[config.mk]
export PLATFORM = sky130hd
export DESIGN_NAME = eight_bit_cpu_core_subset_unit
export DESIGN_NICKNAME = d
export VERILOG_FILES = /design/src/hw/rtl/ebcc_pkg.sv /design/src/hw/rtl/ebcc_next.sv /design/src/hw/rtl/eight_bit_cpu_core_subset_unit.sv
export SDC_FILE = /design/constraint.sdc
export NUM_CORES = 1
export LEC_CHECK = 0
export ABC_AREA = 0
export BUFFER_PORTS_ARGS = -buffer_cell sky130_fd_sc_hd__clkbuf_2
export CAP_MARGIN = 40
export CORE_MARGIN = 1.5
export CORE_UTILIZATION = 40
export CTS_CLUSTER_DIAMETER = 100
export DETAILED_ROUTE_END_ITERATION = 10
export PLACE_DENSITY = 0.62
export SLEW_MARGIN = 0
export SYNTH_ARGS = -nofsm -noshare
export SYNTH_HDL_FRONTEND = slang
export SYNTH_SLANG_ARGS = --single-unit
[constraint.sdc]
create_clock -name clk -period 3.5 [get_ports clk]
set_input_delay 0.175 -clock clk [delete_from_list [all_inputs] [get_ports clk]]
set_output_delay 0.175 -clock clk [all_outputs]
set_load 0.05 [all_outputs]
[src/hw/rtl/ebcc_pkg.sv]
package ebcc_pkg;

	typedef enum logic [3:0] {
		ST_VEC_LO      = 4'd0,
		ST_VEC_HI      = 4'd1,
		ST_OPCODE      = 4'd2,
		ST_OPER1       = 4'd3,
		ST_ABS_LO      = 4'd4,
		ST_ABS_HI      = 4'd5,
		ST_LOAD_A      = 4'd6,
		ST_WDONE       = 4'd7,
		ST_PULL        = 4'd8,
		ST_RTS_LO      = 4'd9,
		ST_RTS_HI      = 4'd10,
		ST_IND_LO      = 4'd11,
		ST_IND_HI      = 4'd12,
		ST_JSR_PUSH_LO = 4'd13,
		ST_JSR_JUMP    = 4'd14
	} step_t;

	localparam logic [15:0] STACK_BASE   = 16'h0100;
	localparam logic [15:0] RESET_VECTOR = 16'hFFFC;
	localparam logic [7:0]  SP_RESET     = 8'hFD;

	localparam logic [7:0] OP_TAX = 8'hAA, OP_TXA = 8'h8A, OP_DEX = 8'hCA, OP_INX = 8'hE8;
	localparam logic [7:0] OP_TAY = 8'hA8, OP_TYA = 8'h98, OP_DEY = 8'h88, OP_INY = 8'hC8;
	localparam logic [7:0] OP_TSX = 8'hBA, OP_TXS = 8'h9A, OP_PHA = 8'h48, OP_PHP = 8'h08;
	localparam logic [7:0] OP_PLA = 8'h68, OP_PLP = 8'h28, OP_RTS = 8'h60;
	localparam logic [7:0] OP_LDA_IMM = 8'hA9, OP_LDA_ZP = 8'hA5, OP_LDA_ZPX = 8'hB5;
	localparam logic [7:0] OP_LDX_IMM = 8'hA2, OP_STA_ABS = 8'h8D, OP_JMP_ABS = 8'h4C;
	localparam logic [7:0] OP_JMP_IND = 8'h6C, OP_JSR = 8'h20;

	typedef struct packed {
		logic [7:0]  a;
		logic [7:0]  x;
		logic [7:0]  y;
		logic [7:0]  sp;
		logic [7:0]  p;
		logic [15:0] pc;
		logic [7:0]  op;
		logic [7:0]  lo;
		logic [7:0]  hi;
		step_t       step;
	} cpu_state_t;

	typedef struct packed {
		logic [15:0] addr;
		logic        we;
		logic [7:0]  wd;
		logic        of;
		logic        unk;
	} bus_req_t;

	function automatic logic [7:0] set_nz(input logic [7:0] p, input logic [7:0] v);
		set_nz = {v[7], p[6:2], (v == 8'h00), p[0]};
	endfunction

endpackage

[src/hw/rtl/ebcc_next.sv]
module ebcc_next (
	input  logic                  rst_req,
	input  logic [7:0]            d,
	input  ebcc_pkg::cpu_state_t  cur,
	output ebcc_pkg::cpu_state_t  nxt,
	output ebcc_pkg::bus_req_t    req
);

	logic [15:0] pc1;
	logic [15:0] opw;
	logic [15:0] ret;
	logic [7:0]  sp_dec;
	logic [7:0]  sp_inc;

	always_comb begin
		pc1    = cur.pc + 16'd1;
		opw    = {cur.hi, cur.lo};
		sp_dec = cur.sp - 8'd1;
		sp_inc = cur.sp + 8'd1;
		ret    = cur.pc;
		nxt = cur;
		req = '0;
		if (!rst_req) begin
			nxt.a = '0; nxt.x = '0; nxt.y = '0; nxt.p = '0;
			nxt.sp = ebcc_pkg::SP_RESET;
			nxt.pc = '0; nxt.op = '0; nxt.lo = '0; nxt.hi = '0;
			nxt.step = ebcc_pkg::ST_VEC_LO;
			req.addr = ebcc_pkg::RESET_VECTOR;
		end else begin
			// default is an opcode fetch at the updated pc
			nxt.step = ebcc_pkg::ST_OPCODE;
			req.of = 1'b1;
			unique case (cur.step)
				ebcc_pkg::ST_VEC_LO: begin
					nxt.lo = d;
					req.of = 1'b0;
					req.addr = ebcc_pkg::RESET_VECTOR + 16'd1;
					nxt.step = ebcc_pkg::ST_VEC_HI;
				end
				ebcc_pkg::ST_VEC_HI: begin
					nxt.hi = d;
					nxt.pc = {d, cur.lo};
					req.addr = {d, cur.lo};
				end
				ebcc_pkg::ST_OPCODE: begin
					nxt.op = d;
					nxt.pc = pc1;
					unique case (d)
						ebcc_pkg::OP_TAX: begin
							nxt.x = cur.a; nxt.p = ebcc_pkg::set_nz(cur.p, cur.a);
						end
						ebcc_pkg::OP_TXA: begin
							nxt.a = cur.x; nxt.p = ebcc_pkg::set_nz(cur.p, cur.x);
						end
						ebcc_pkg::OP_DEX: begin
							nxt.x = cur.x - 8'd1;
							nxt.p = ebcc_pkg::set_nz(cur.p, cur.x - 8'd1);
						end
						ebcc_pkg::OP_INX: begin
							nxt.x = cur.x + 8'd1;
							nxt.p = ebcc_pkg::set_nz(cur.p, cur.x + 8'd1);
						end
						ebcc_pkg::OP_TAY: begin
							nxt.y = cur.a; nxt.p = ebcc_pkg::set_nz(cur.p, cur.a);
						end
						ebcc_pkg::OP_TYA: begin
							nxt.a = cur.y; nxt.p = ebcc_pkg::set_nz(cur.p, cur.y);
						end
						ebcc_pkg::OP_DEY: begin
							nxt.y = cur.y - 8'd1;
							nxt.p = ebcc_pkg::set_nz(cur.p, cur.y - 8'd1);
						end
						ebcc_pkg::OP_INY: begin
							nxt.y = cur.y + 8'd1;
							nxt.p = ebcc_pkg::set_nz(cur.p, cur.y + 8'd1);
						end
						ebcc_pkg::OP_TSX: begin
							nxt.x = cur.sp; nxt.p = ebcc_pkg::set_nz(cur.p, cur.sp);
						end
						ebcc_pkg::OP_TXS: nxt.sp = cur.x;
						ebcc_pkg::OP_PHA, ebcc_pkg::OP_PHP: begin
							req.of = 1'b0; req.we = 1'b1;
							req.addr = ebcc_pkg::STACK_BASE | {8'h00, cur.sp};
							req.wd = (d == ebcc_pkg::OP_PHA) ? cur.a : cur.p;
							nxt.sp = sp_dec;
							nxt.step = ebcc_pkg::ST_WDONE;
						end
						ebcc_pkg::OP_PLA, ebcc_pkg::OP_PLP, ebcc_pkg::OP_RTS: begin
							req.of = 1'b0;
							nxt.sp = sp_inc;
							req.addr = ebcc_pkg::STACK_BASE | {8'h00, sp_inc};
							nxt.step = (d == ebcc_pkg::OP_RTS) ? ebcc_pkg::ST_RTS_LO
								: ebcc_pkg::ST_PULL;
						end
						ebcc_pkg::OP_LDA_IMM, ebcc_pkg::OP_LDA_ZP, ebcc_pkg::OP_LDA_ZPX,
						ebcc_pkg::OP_LDX_IMM: begin
							req.of = 1'b0; req.addr = pc1;
							nxt.step = ebcc_pkg::ST_OPER1;
						end
						ebcc_pkg::OP_STA_ABS, ebcc_pkg::OP_JMP_ABS, ebcc_pkg::OP_JMP_IND,
						ebcc_pkg::OP_JSR: begin
							req.of = 1'b0; req.addr = pc1;
							nxt.step = ebcc_pkg::ST_ABS_LO;
						end
						default: begin
							req.unk = 1'b1;
							req.addr = pc1;
						end
					endcase
					if (req.of) req.addr = pc1;
				end
				ebcc_pkg::ST_OPER1: begin
					nxt.lo = d;
					nxt.pc = pc1;
					req.addr = pc1;
					priority case (cur.op)
						ebcc_pkg::OP_LDA_IMM: begin
							nxt.a = d; nxt.p = ebcc_pkg::set_nz(cur.p, d);
						end
						ebcc_pkg::OP_LDX_IMM: begin
							nxt.x = d; nxt.p = ebcc_pkg::set_nz(cur.p, d);
						end
						ebcc_pkg::OP_LDA_ZP: begin
							req.of = 1'b0; req.addr = {8'h00, d};
							nxt.step = ebcc_pkg::ST_LOAD_A;
						end
						default: begin
							req.of = 1'b0; req.addr = {8'h00, d + cur.x};
							nxt.step = ebcc_pkg::ST_LOAD_A;
						end
					endcase
				end
				ebcc_pkg::ST_ABS_LO: begin
					nxt.lo = d;
					nxt.pc = pc1;
					req.of = 1'b0; req.addr = pc1;
					nxt.step = ebcc_pkg::ST_ABS_HI;
				end
				ebcc_pkg::ST_ABS_HI: begin
					nxt.hi = d;
					nxt.pc = pc1;
					ret = cur.pc;
					priority case (cur.op)
						ebcc_pkg::OP_STA_ABS: begin
							req.of = 1'b0; req.we = 1'b1;
							req.addr = {d, cur.lo}; req.wd = cur.a;
							nxt.step = ebcc_pkg::ST_WDONE;
						end
						ebcc_pkg::OP_JMP_ABS: begin
							nxt.pc = {d, cur.lo}; req.addr = {d, cur.lo};
						end
						ebcc_pkg::OP_JMP_IND: begin
							req.of = 1'b0; req.addr = {d, cur.lo};
							nxt.step = ebcc_pkg::ST_IND_LO;
						end
						default: begin
							// return address is the last operand byte
							req.of = 1'b0; req.we = 1'b1;
							req.addr = ebcc_pkg::STACK_BASE | {8'h00, cur.sp};
							req.wd = ret[15:8];
							nxt.sp = sp_dec;
							nxt.step = ebcc_pkg::ST_JSR_PUSH_LO;
						end
					endcase
				end
				ebcc_pkg::ST_LOAD_A: begin
					nxt.a = d; nxt.p = ebcc_pkg::set_nz(cur.p, d);
					req.addr = cur.pc;
				end
				ebcc_pkg::ST_PULL: begin
					if (cur.op == ebcc_pkg::OP_PLA) begin
						nxt.a = d; nxt.p = ebcc_pkg::set_nz(cur.p, d);
					end else begin
						nxt.p = d;
					end
					req.addr = cur.pc;
				end
				ebcc_pkg::ST_RTS_LO: begin
					nxt.lo = d;
					nxt.sp = sp_inc;
					req.of = 1'b0;
					req.addr = ebcc_pkg::STACK_BASE | {8'h00, sp_inc};
					nxt.step = ebcc_pkg::ST_RTS_HI;
				end
				ebcc_pkg::ST_RTS_HI: begin
					nxt.hi = d;
					nxt.pc = {d, cur.lo} + 16'd1;
					req.addr = {d, cur.lo} + 16'd1;
				end
				ebcc_pkg::ST_IND_LO: begin
					nxt.lo = d;
					req.of = 1'b0; req.addr = opw + 16'd1;
					nxt.step = ebcc_pkg::ST_IND_HI;
				end
				ebcc_pkg::ST_IND_HI: begin
					nxt.hi = d;
					nxt.pc = {d, cur.lo};
					req.addr = {d, cur.lo};
				end
				ebcc_pkg::ST_JSR_PUSH_LO: begin
					ret = cur.pc - 16'd1;
					req.of = 1'b0; req.we = 1'b1;
					req.addr = ebcc_pkg::STACK_BASE | {8'h00, cur.sp};
					req.wd = ret[7:0];
					nxt.sp = sp_dec;
					nxt.step = ebcc_pkg::ST_JSR_JUMP;
				end
				ebcc_pkg::ST_JSR_JUMP: begin
					nxt.pc = opw;
					req.addr = opw;
				end
				default: req.addr = cur.pc;
			endcase
			if (cur.step == ebcc_pkg::ST_ABS_HI && cur.op != ebcc_pkg::OP_JMP_ABS
				&& cur.op != ebcc_pkg::OP_STA_ABS && cur.op != ebcc_pkg::OP_JMP_IND) begin
				req.wd = cur.pc[15:8];
			end
		end
	end

endmodule

[src/hw/rtl/eight_bit_cpu_core_subset_unit.sv]
// 8-bit accumulator cpu core, one bus access per request.
// input channel (valid/stall): mode (0 = reset request, 1 = bus cycle done)
// and read_data, the byte returned for the previous read access.
// output channel (valid/stall): the next access (bus_address, write_enable,
// write_data, opcode_fetch), unknown_opcode and the register file.
// every input request yields exactly one result.
// the whole instruction step is one pass of decode logic between the
// architectural registers and the result register, so out_valid rises
// in the cycle after accept.
// throughput: one request per cycle; the result register is refilled in the
// same cycle it is drained, so stall only propagates when the result is
// held and not taken.
// reset (arst_n low): output empty, registers cleared, sp = 0xfd, and the
// read of the reset vector low byte counts as already requested.
// when the receiver stalls, the result holds and in_stall rises until the
// result is taken.
module eight_bit_cpu_core_subset_unit (
	input  logic        clk,
	input  logic        arst_n,
	input  logic        in_valid,
	output logic        in_stall,
	input  logic        mode,
	input  logic [7:0]  read_data,
	output logic        out_valid,
	input  logic        out_stall,
	output logic [15:0] bus_address,
	output logic        write_enable,
	output logic [7:0]  write_data,
	output logic        opcode_fetch,
	output logic        unknown_opcode,
	output logic [7:0]  accumulator_out,
	output logic [7:0]  x_out,
	output logic [7:0]  y_out,
	output logic [7:0]  stack_pointer_out,
	output logic [7:0]  status_out,
	output logic [15:0] program_counter_out
);

	ebcc_pkg::cpu_state_t state_q;
	ebcc_pkg::cpu_state_t state_nxt;
	ebcc_pkg::bus_req_t   req;
	ebcc_pkg::bus_req_t   req_q;
	logic                 accept;

	assign in_stall = out_valid & out_stall;
	assign accept   = in_valid & ~in_stall;

	ebcc_next u_next (
		.rst_req(mode),
		.d      (read_data),
		.cur    (state_q),
		.nxt    (state_nxt),
		.req    (req)
	);

	always_ff @(posedge clk or negedge arst_n) begin
		if (!arst_n) begin
			state_q   <= '{a: 8'h00, x: 8'h00, y: 8'h00, sp: ebcc_pkg::SP_RESET,
				p: 8'h00, pc: 16'h0000, op: 8'h00, lo: 8'h00, hi: 8'h00,
				step: ebcc_pkg::ST_VEC_LO};
			out_valid <= 1'b0;
		end else begin
			if (accept) state_q <= state_nxt;
			if (accept) out_valid <= 1'b1;
			else if (!out_stall) out_valid <= 1'b0;
		end
	end

	always_ff @(posedge clk) begin
		if (accept) req_q <= req;
	end

	assign bus_address         = req_q.addr;
	assign write_enable        = req_q.we;
	assign write_data          = req_q.wd;
	assign opcode_fetch        = req_q.of;
	assign unknown_opcode      = req_q.unk;
	assign accumulator_out     = state_q.a;
	assign x_out               = state_q.x;
	assign y_out               = state_q.y;
	assign stack_pointer_out   = state_q.sp;
	assign status_out          = state_q.p;
	assign program_counter_out = state_q.pc;

endmodule
Word-level counts from Yosys, hierarchy flattened
Cells that the tools add are included.
W data, S select, Z words.
{ "totals": {"reg_bits": 112, "rom_bits": 0, "out_inout_bits": 85, "memories": 0, "in_bits": 13, "latchBits": 0, "ram_bits": 0} }
{ "op_classes": {"shifts": 0, "n_eq_ne": 69, "n_div": 0, "n_reduce_logical": 40, "mul": 0, "n_bitwise": 3, "add_sub_neg": 11, "order_cmp": 0, "mux": 46} }
{ "op_table": {"columns": ["operator", "n"], "rows": [
  ["$pmux W16 S11", 1],
  ["$eq A8 B8 Y1 const B", 19],
  ["$pmux W8 S4", 4],
  ["$mux W8", 11],
  ["$mux W84", 1],
  ["$pmux W16 S5", 1],
  ["$logic_not A8 Y1", 9],
  ["$eq A8 B7 Y1 const B", 8],
  ["$pmux W8 S8", 1],
  ["$add A16 B1 Y16 const B", 3],
  ["$mux W16", 3],
  ["$pmux W16 S3", 1],
  ["$pmux W8 S3", 2],
  ["$pmux W16 S2", 1],
  ["$pmux W4 S8", 1],
  ["$pmux W8 S2", 2],
  ["$sub A8 B1 Y8 const B", 4],
  ["$eq A4 B4 Y1 const B", 7],
  ["$pmux W9 S3", 1],
  ["$add A8 B1 Y8 const B", 3],
  ["$reduce_or A23 Y1", 1],
  ["$pmux W9 S2", 1],
  ["$eq A8 B6 Y1 const B", 2],
  ["$ne A8 B7 Y1 const B", 2],
  ["40 further kinds", 80]
]} }

Longest topological paths before layout
{ "depth": {"depth_word": 7, "ltp_mapped": 9, "ltp_nobuf": 8} }

By module
From an unflattened synthesis, not the netlist that was laid out.
{ "hier_totals": {"hier_cells": 1404, "hier_area_um2": 11528.6} }
{ "modules_own_cells": {"columns": ["mod", "cells_each", "n_inst", "area_each_um2"], "rows": [
  ["ebcc_next", 1140, 1, 6866.6],
  ["eight_bit_cpu_core_subset_unit", 264, 1, 4662.0]
]} }

Least setup slack after synthesis
No wires, ideal clock.
{ "synth_timing": {"kind": "reg2reg", "startpoint": "register out_valid", "endpoint": "register state_q, in the netlist program_counter_out[13]", "setup_ns": 0.135, "path_stages_with_launch": 9, "slack_ns": 0.608, "n_path_buf": 2, "required_ns": 3.365, "arrival_time_ns": 2.757, "period_less_slack_ns": 2.892, "cell_sequence": "dfrtp_1 > nand2_1 > nand2_1 > inv_1 > clkbuf_1 > nand2_1 > clkbuf_1 > a32oi_1 > o21ai_0"} }
{ "synth_via": {"elab_chain_len": 4} }
{ "synth_rtl": {"columns": ["item", "line", "text"], "rows": [
  ["start, declared", "eight_bit_cpu_core_subset_unit.sv:24", "output logic out_valid,"],
  ["start signal, assigned", "eight_bit_cpu_core_subset_unit.sv:61", "out_valid <= 1'b0;"],
  ["start signal, assigned", "eight_bit_cpu_core_subset_unit.sv:64", "if (accept) out_valid <= 1'b1;"],
  ["start signal, assigned", "eight_bit_cpu_core_subset_unit.sv:65", "else if (!out_stall) out_valid <= 1'b0;"],
  ["$and A1 B1 Y1", "eight_bit_cpu_core_subset_unit.sv:45", "assign in_stall = out_valid & out_stall;"],
  ["$not A1 Y1", "eight_bit_cpu_core_subset_unit.sv:46", "assign accept = in_valid & ~in_stall;"],
  ["$and A1 B1 Y1", "eight_bit_cpu_core_subset_unit.sv:46", null],
  ["net accept", "eight_bit_cpu_core_subset_unit.sv:43", "logic accept;"],
  ["$reduce_and A2 Y1 (no source line)", null, null],
  ["end signal, assigned", "eight_bit_cpu_core_subset_unit.sv:58", "state_q <= '{a: 8'h00, x: 8'h00, y: 8'h00, sp: ebcc_pkg::SP_RESET,"],
  ["end signal, assigned", "eight_bit_cpu_core_subset_unit.sv:63", "if (accept) state_q <= state_nxt;"],
  ["end, declared", "eight_bit_cpu_core_subset_unit.sv:39", "ebcc_pkg::cpu_state_t state_q;"]
]} }
The timed path passes the listed nets, and every way through them passes these cells.
A chain may end at the register's enable or synchronous reset.

Final worst setup path
{ "layout_timing": {"startpoint": "register state_q[3] (netlist bit)", "endpoint": "register state_q, in the netlist x_out[7]"} }
{ "layout_via": {"elab_chain_len": 3, "elab_cells_between_ends": 8, "classes_between": "eq/ne: 5; mux: 2; reduce/logical: 1"} }
{ "layout_rtl": {"columns": ["item", "line", "text"], "rows": [
  ["$eq A4 B2 Y1", "ebcc_next.sv:33", "unique case (cur.step)"],
  ["$ne A6 B6 Y1 (no source line), or another cell as far along", null, null],
  ["$reduce_and A4 Y1 (no source line) / $mux W84 (equally long branches)", null, null]
]} }
Parallel ways exist; a longest one is shown, timed or not.

==> impl_metrics.ini <==
[worst_setup_path]
reg2reg_from = state_q[3]
path_delay_family = compound AO/OA/AOI/OAI gates
regToRegEndpoint = x_out[7]
reg2reg_depth = 5
cp-end-kind = register
arrival_ns = 3.28
cpMaxStageDelayCell = or4b_1
ff2ff_setup_slack_ns = 0.48
crit_type = register to register
cp_max_fo = 21
cp-start-kind = register
crit_buf_inv = 0
worstPathRequired_ns = 3.76
cpPeakStageDelay_ns = 0.90
crit_chain = or4b_1 > a21oi_1 > a221oi_1 > o21ai_1 > mux2_2

[logic_synthesis]
synth_edf_count = 27
syn_area_um2 = 10400
synth_async_sr_flop_share = 0.759
syn_inst = 1336
syn_avg_cell_area_um2 = 7.79
yosysSeqAreaShare = 0.283
ys_ff_latch = 112
ys_warn_count = 0
synth.distinct_cells = 96
syn_nets = 1373
synth-main-ff-cell = dfrtp_1

[pwr]
p_comb_frac = 0.455
p_seq_frac = 0.354
pwr-share-clk = 0.191
p_leak_nw = 4.33
vdd_drop_max_mv = 0.346
switchingPower_mw = 2.91
p_total_mw = 5.86
power.density_nw_per_um2 = 523
intPower_mw = 2.94
swShare = 0.497

[hold_path]
worst_hold_path_type = input port to register
min_from = out_stall
hold_depth = 3
hold_end = out_valid

[drt]
drt_wl_total_mm = 41.3
dr_total_vias = 11000
drtPass1Iterations = 5
drt-wirelength-per-cell_um = 24.8
drtAntennaViolNets = 0
viasPerCell = 6.60
drt_iter0_markers = 1406
drc_errors = 0

[finish]
drive_gt1_frac = 0.152
finalNetCount = 1369
design_area_um2 = 11200
fillers = 2612
multi_input_area_um2 = 6510
syn_to_final_growth_pct = 7.50
antenna_cells = 0
regArea_um2 = 2950

[clocking]
clk_latency_ns = 0.38
hold_buffers = 2
cts_resized = 0
postCtsSetupBuffers = 0
clk_pin_slew_ns = 0.09
cts_tree = done
cts.path.max_buffers = 2
cts.sinks = 112
cts-root-buf = clkbuf_16
numCtsBuffers = 9
htreeDepth = 3

[global_routing]
grt.total_usage = 0.305
gr-total-overflow = 0
antenna_found_initial = 0
grt_max_degree = 63
grt_pass1_wl_mm = 62.3
grt_pass1_vias = 10000

[sta]
fin_ws_ns = 0.479
fin_tns_setup_ns = 0
skew_ns = 0.0147
slew_violations = 0
fin_crit_ns = 3.02
setup_viol = 0
worst_slew_pin_slew_ns = 0.952
slew-limit-headroom = 0.366
timing_hold_violations_final = 0
rsz0062_at_grt = false
timing.hold.ws_ns = 0.0605
min_period_over_period = 0.863
fmax_ghz = 0.331

[floorplanning]
rows = 58
core-area_um2 = 25400
ios = 98
start_util = 0.410
die_h_um = 164
die_width_um = 164
die_area_um2 = 27000

[placed_design]
post-place-ws_ns = 0.597
place_congestion = 0.975
portBuffers = 97
dp_hpwl_mm = 30.2
placed_area_um2 = 10900

[outcome]
outcome = complete, no violations

[run]
cap_viol_max_count = 0
[final cells by class]
class / count / share of cell area
timing repair buffer: 147 / 0.0794
tap: 330 / 0.0369
clock inverter: 7 / 0.00816
inverter: 32 / 0.0107
multi-input combinational: 1030 / 0.582
clock buffer: 9 / 0.0201
sequential: 112 / 0.263
[worst max path at each step]
stage / start / end / cells past startpoint
2_1_floorplan: out_valid / program_counter_out[13] / 8
3_3_place_gp: read_data[5] / opcode_fetch / 7
3_5_place_dp: state_q[3] / x_out[7] / 5
4_1_cts: state_q[3] / x_out[7] / 5
5_1_grt: state_q[3] / x_out[7] / 5
6_report: state_q[3] / x_out[7] / 5
[tightest hold or removal path, delay by kind of cell]
family	cells	cell delay, ns
and+or+nand+nor	2	0.14
buffers and inverters	1	0.08
[cell usage after synthesis (20+ instances only)]
cell / number / area, um^2
nand2_1: 168 / 631
o21ai_0: 104 / 521
a21oi_1: 90 / 450
nor2_1: 88 / 330
clkbuf_1: 81 / 304
dfrtp_1: 78 / 1950
buf_4: 56 / 420
nand3_1: 48 / 240
nor3_1: 37 / 185
inv_1: 32 / 120
xnor2_1: 32 / 280
edfxtp_1: 27 / 811
a221oi_1: 25 / 219
nand4_1: 24 / 150
ha_1: 23 / 288
xor2_1: 22 / 193
a22oi_1: 21 / 158
mux2i_1: 21 / 210
o211ai_1: 20 / 150
[sequential cells by signal, summed over array words and instances, names as in the netlist, 8 cells and up]
name and count:
state_q 28, bus_address 16, program_counter_out 16, accumulator_out 8, stack_pointer_out 8, status_out 8
write_data 8, x_out 8, y_out 8
[stage by stage]
stage	utilization	std cells
2_1_floorplan	-	1336
3_3_place_gp	0.426	1646
3_5_place_dp	0.427	1649
4_1_cts	0.441	1667
5_1_grt	0.441	1667
6_report	0.441	1667
[cells by family after synthesis]
logic type / Yosys count / share of synthesized area
AOI/OAI and AO/OA: 426 / 0.274
DFF: 112 / 0.283
and+or+nand+nor: 498 / 0.247
xor gates and xnor gates: 54 / 0.0454
muxes: 28 / 0.0278
adders and majority gates: 24 / 0.0296
buffers and inverters: 194 / 0.0930
[power by group through the flow]
stage / combinational (mW) / sequential, mW / clock, mW
2_1_floorplan: 2.11 / 1.83 / 0
3_3_place_gp: 2.59 / 2.07 / 0
6_report: 2.67 / 2.07 / 1.12
3_5_place_dp: 2.59 / 2.08 / 0
4_1_cts: 2.61 / 2.05 / 1.14
5_1_grt: 2.85 / 2.10 / 1.18
[layout by cell type (no fill, tap or decap), drive strengths merged, types with 12 or more instances in the layout]
cell / n
nand2: 169
ha: 23
a21oi: 90
xnor2: 32
a22oi: 21
a221oi: 26
clkbuf: 105
mux2i: 21
nor2: 88
a211oi: 16
nor3: 39
o211ai: 20
nand3: 48
buf: 49
dfrtp: 78
a21o: 16
o21ai: 111
nand4: 24
o22ai: 12
and3: 13
nor4: 14
inv: 36
xor2: 22
edfxtp: 27
[per-layer routing]
metal  vias to the layer above  track usage  wire length (um)
li1                       4938            -                 -
met1                      5294        0.435             17900
met2                       675        0.462             18000
met3                       102       0.0523              4090
met4                         0        0.110              1320
met5                         -            0                 0
(Power assumes the default switching activity.)
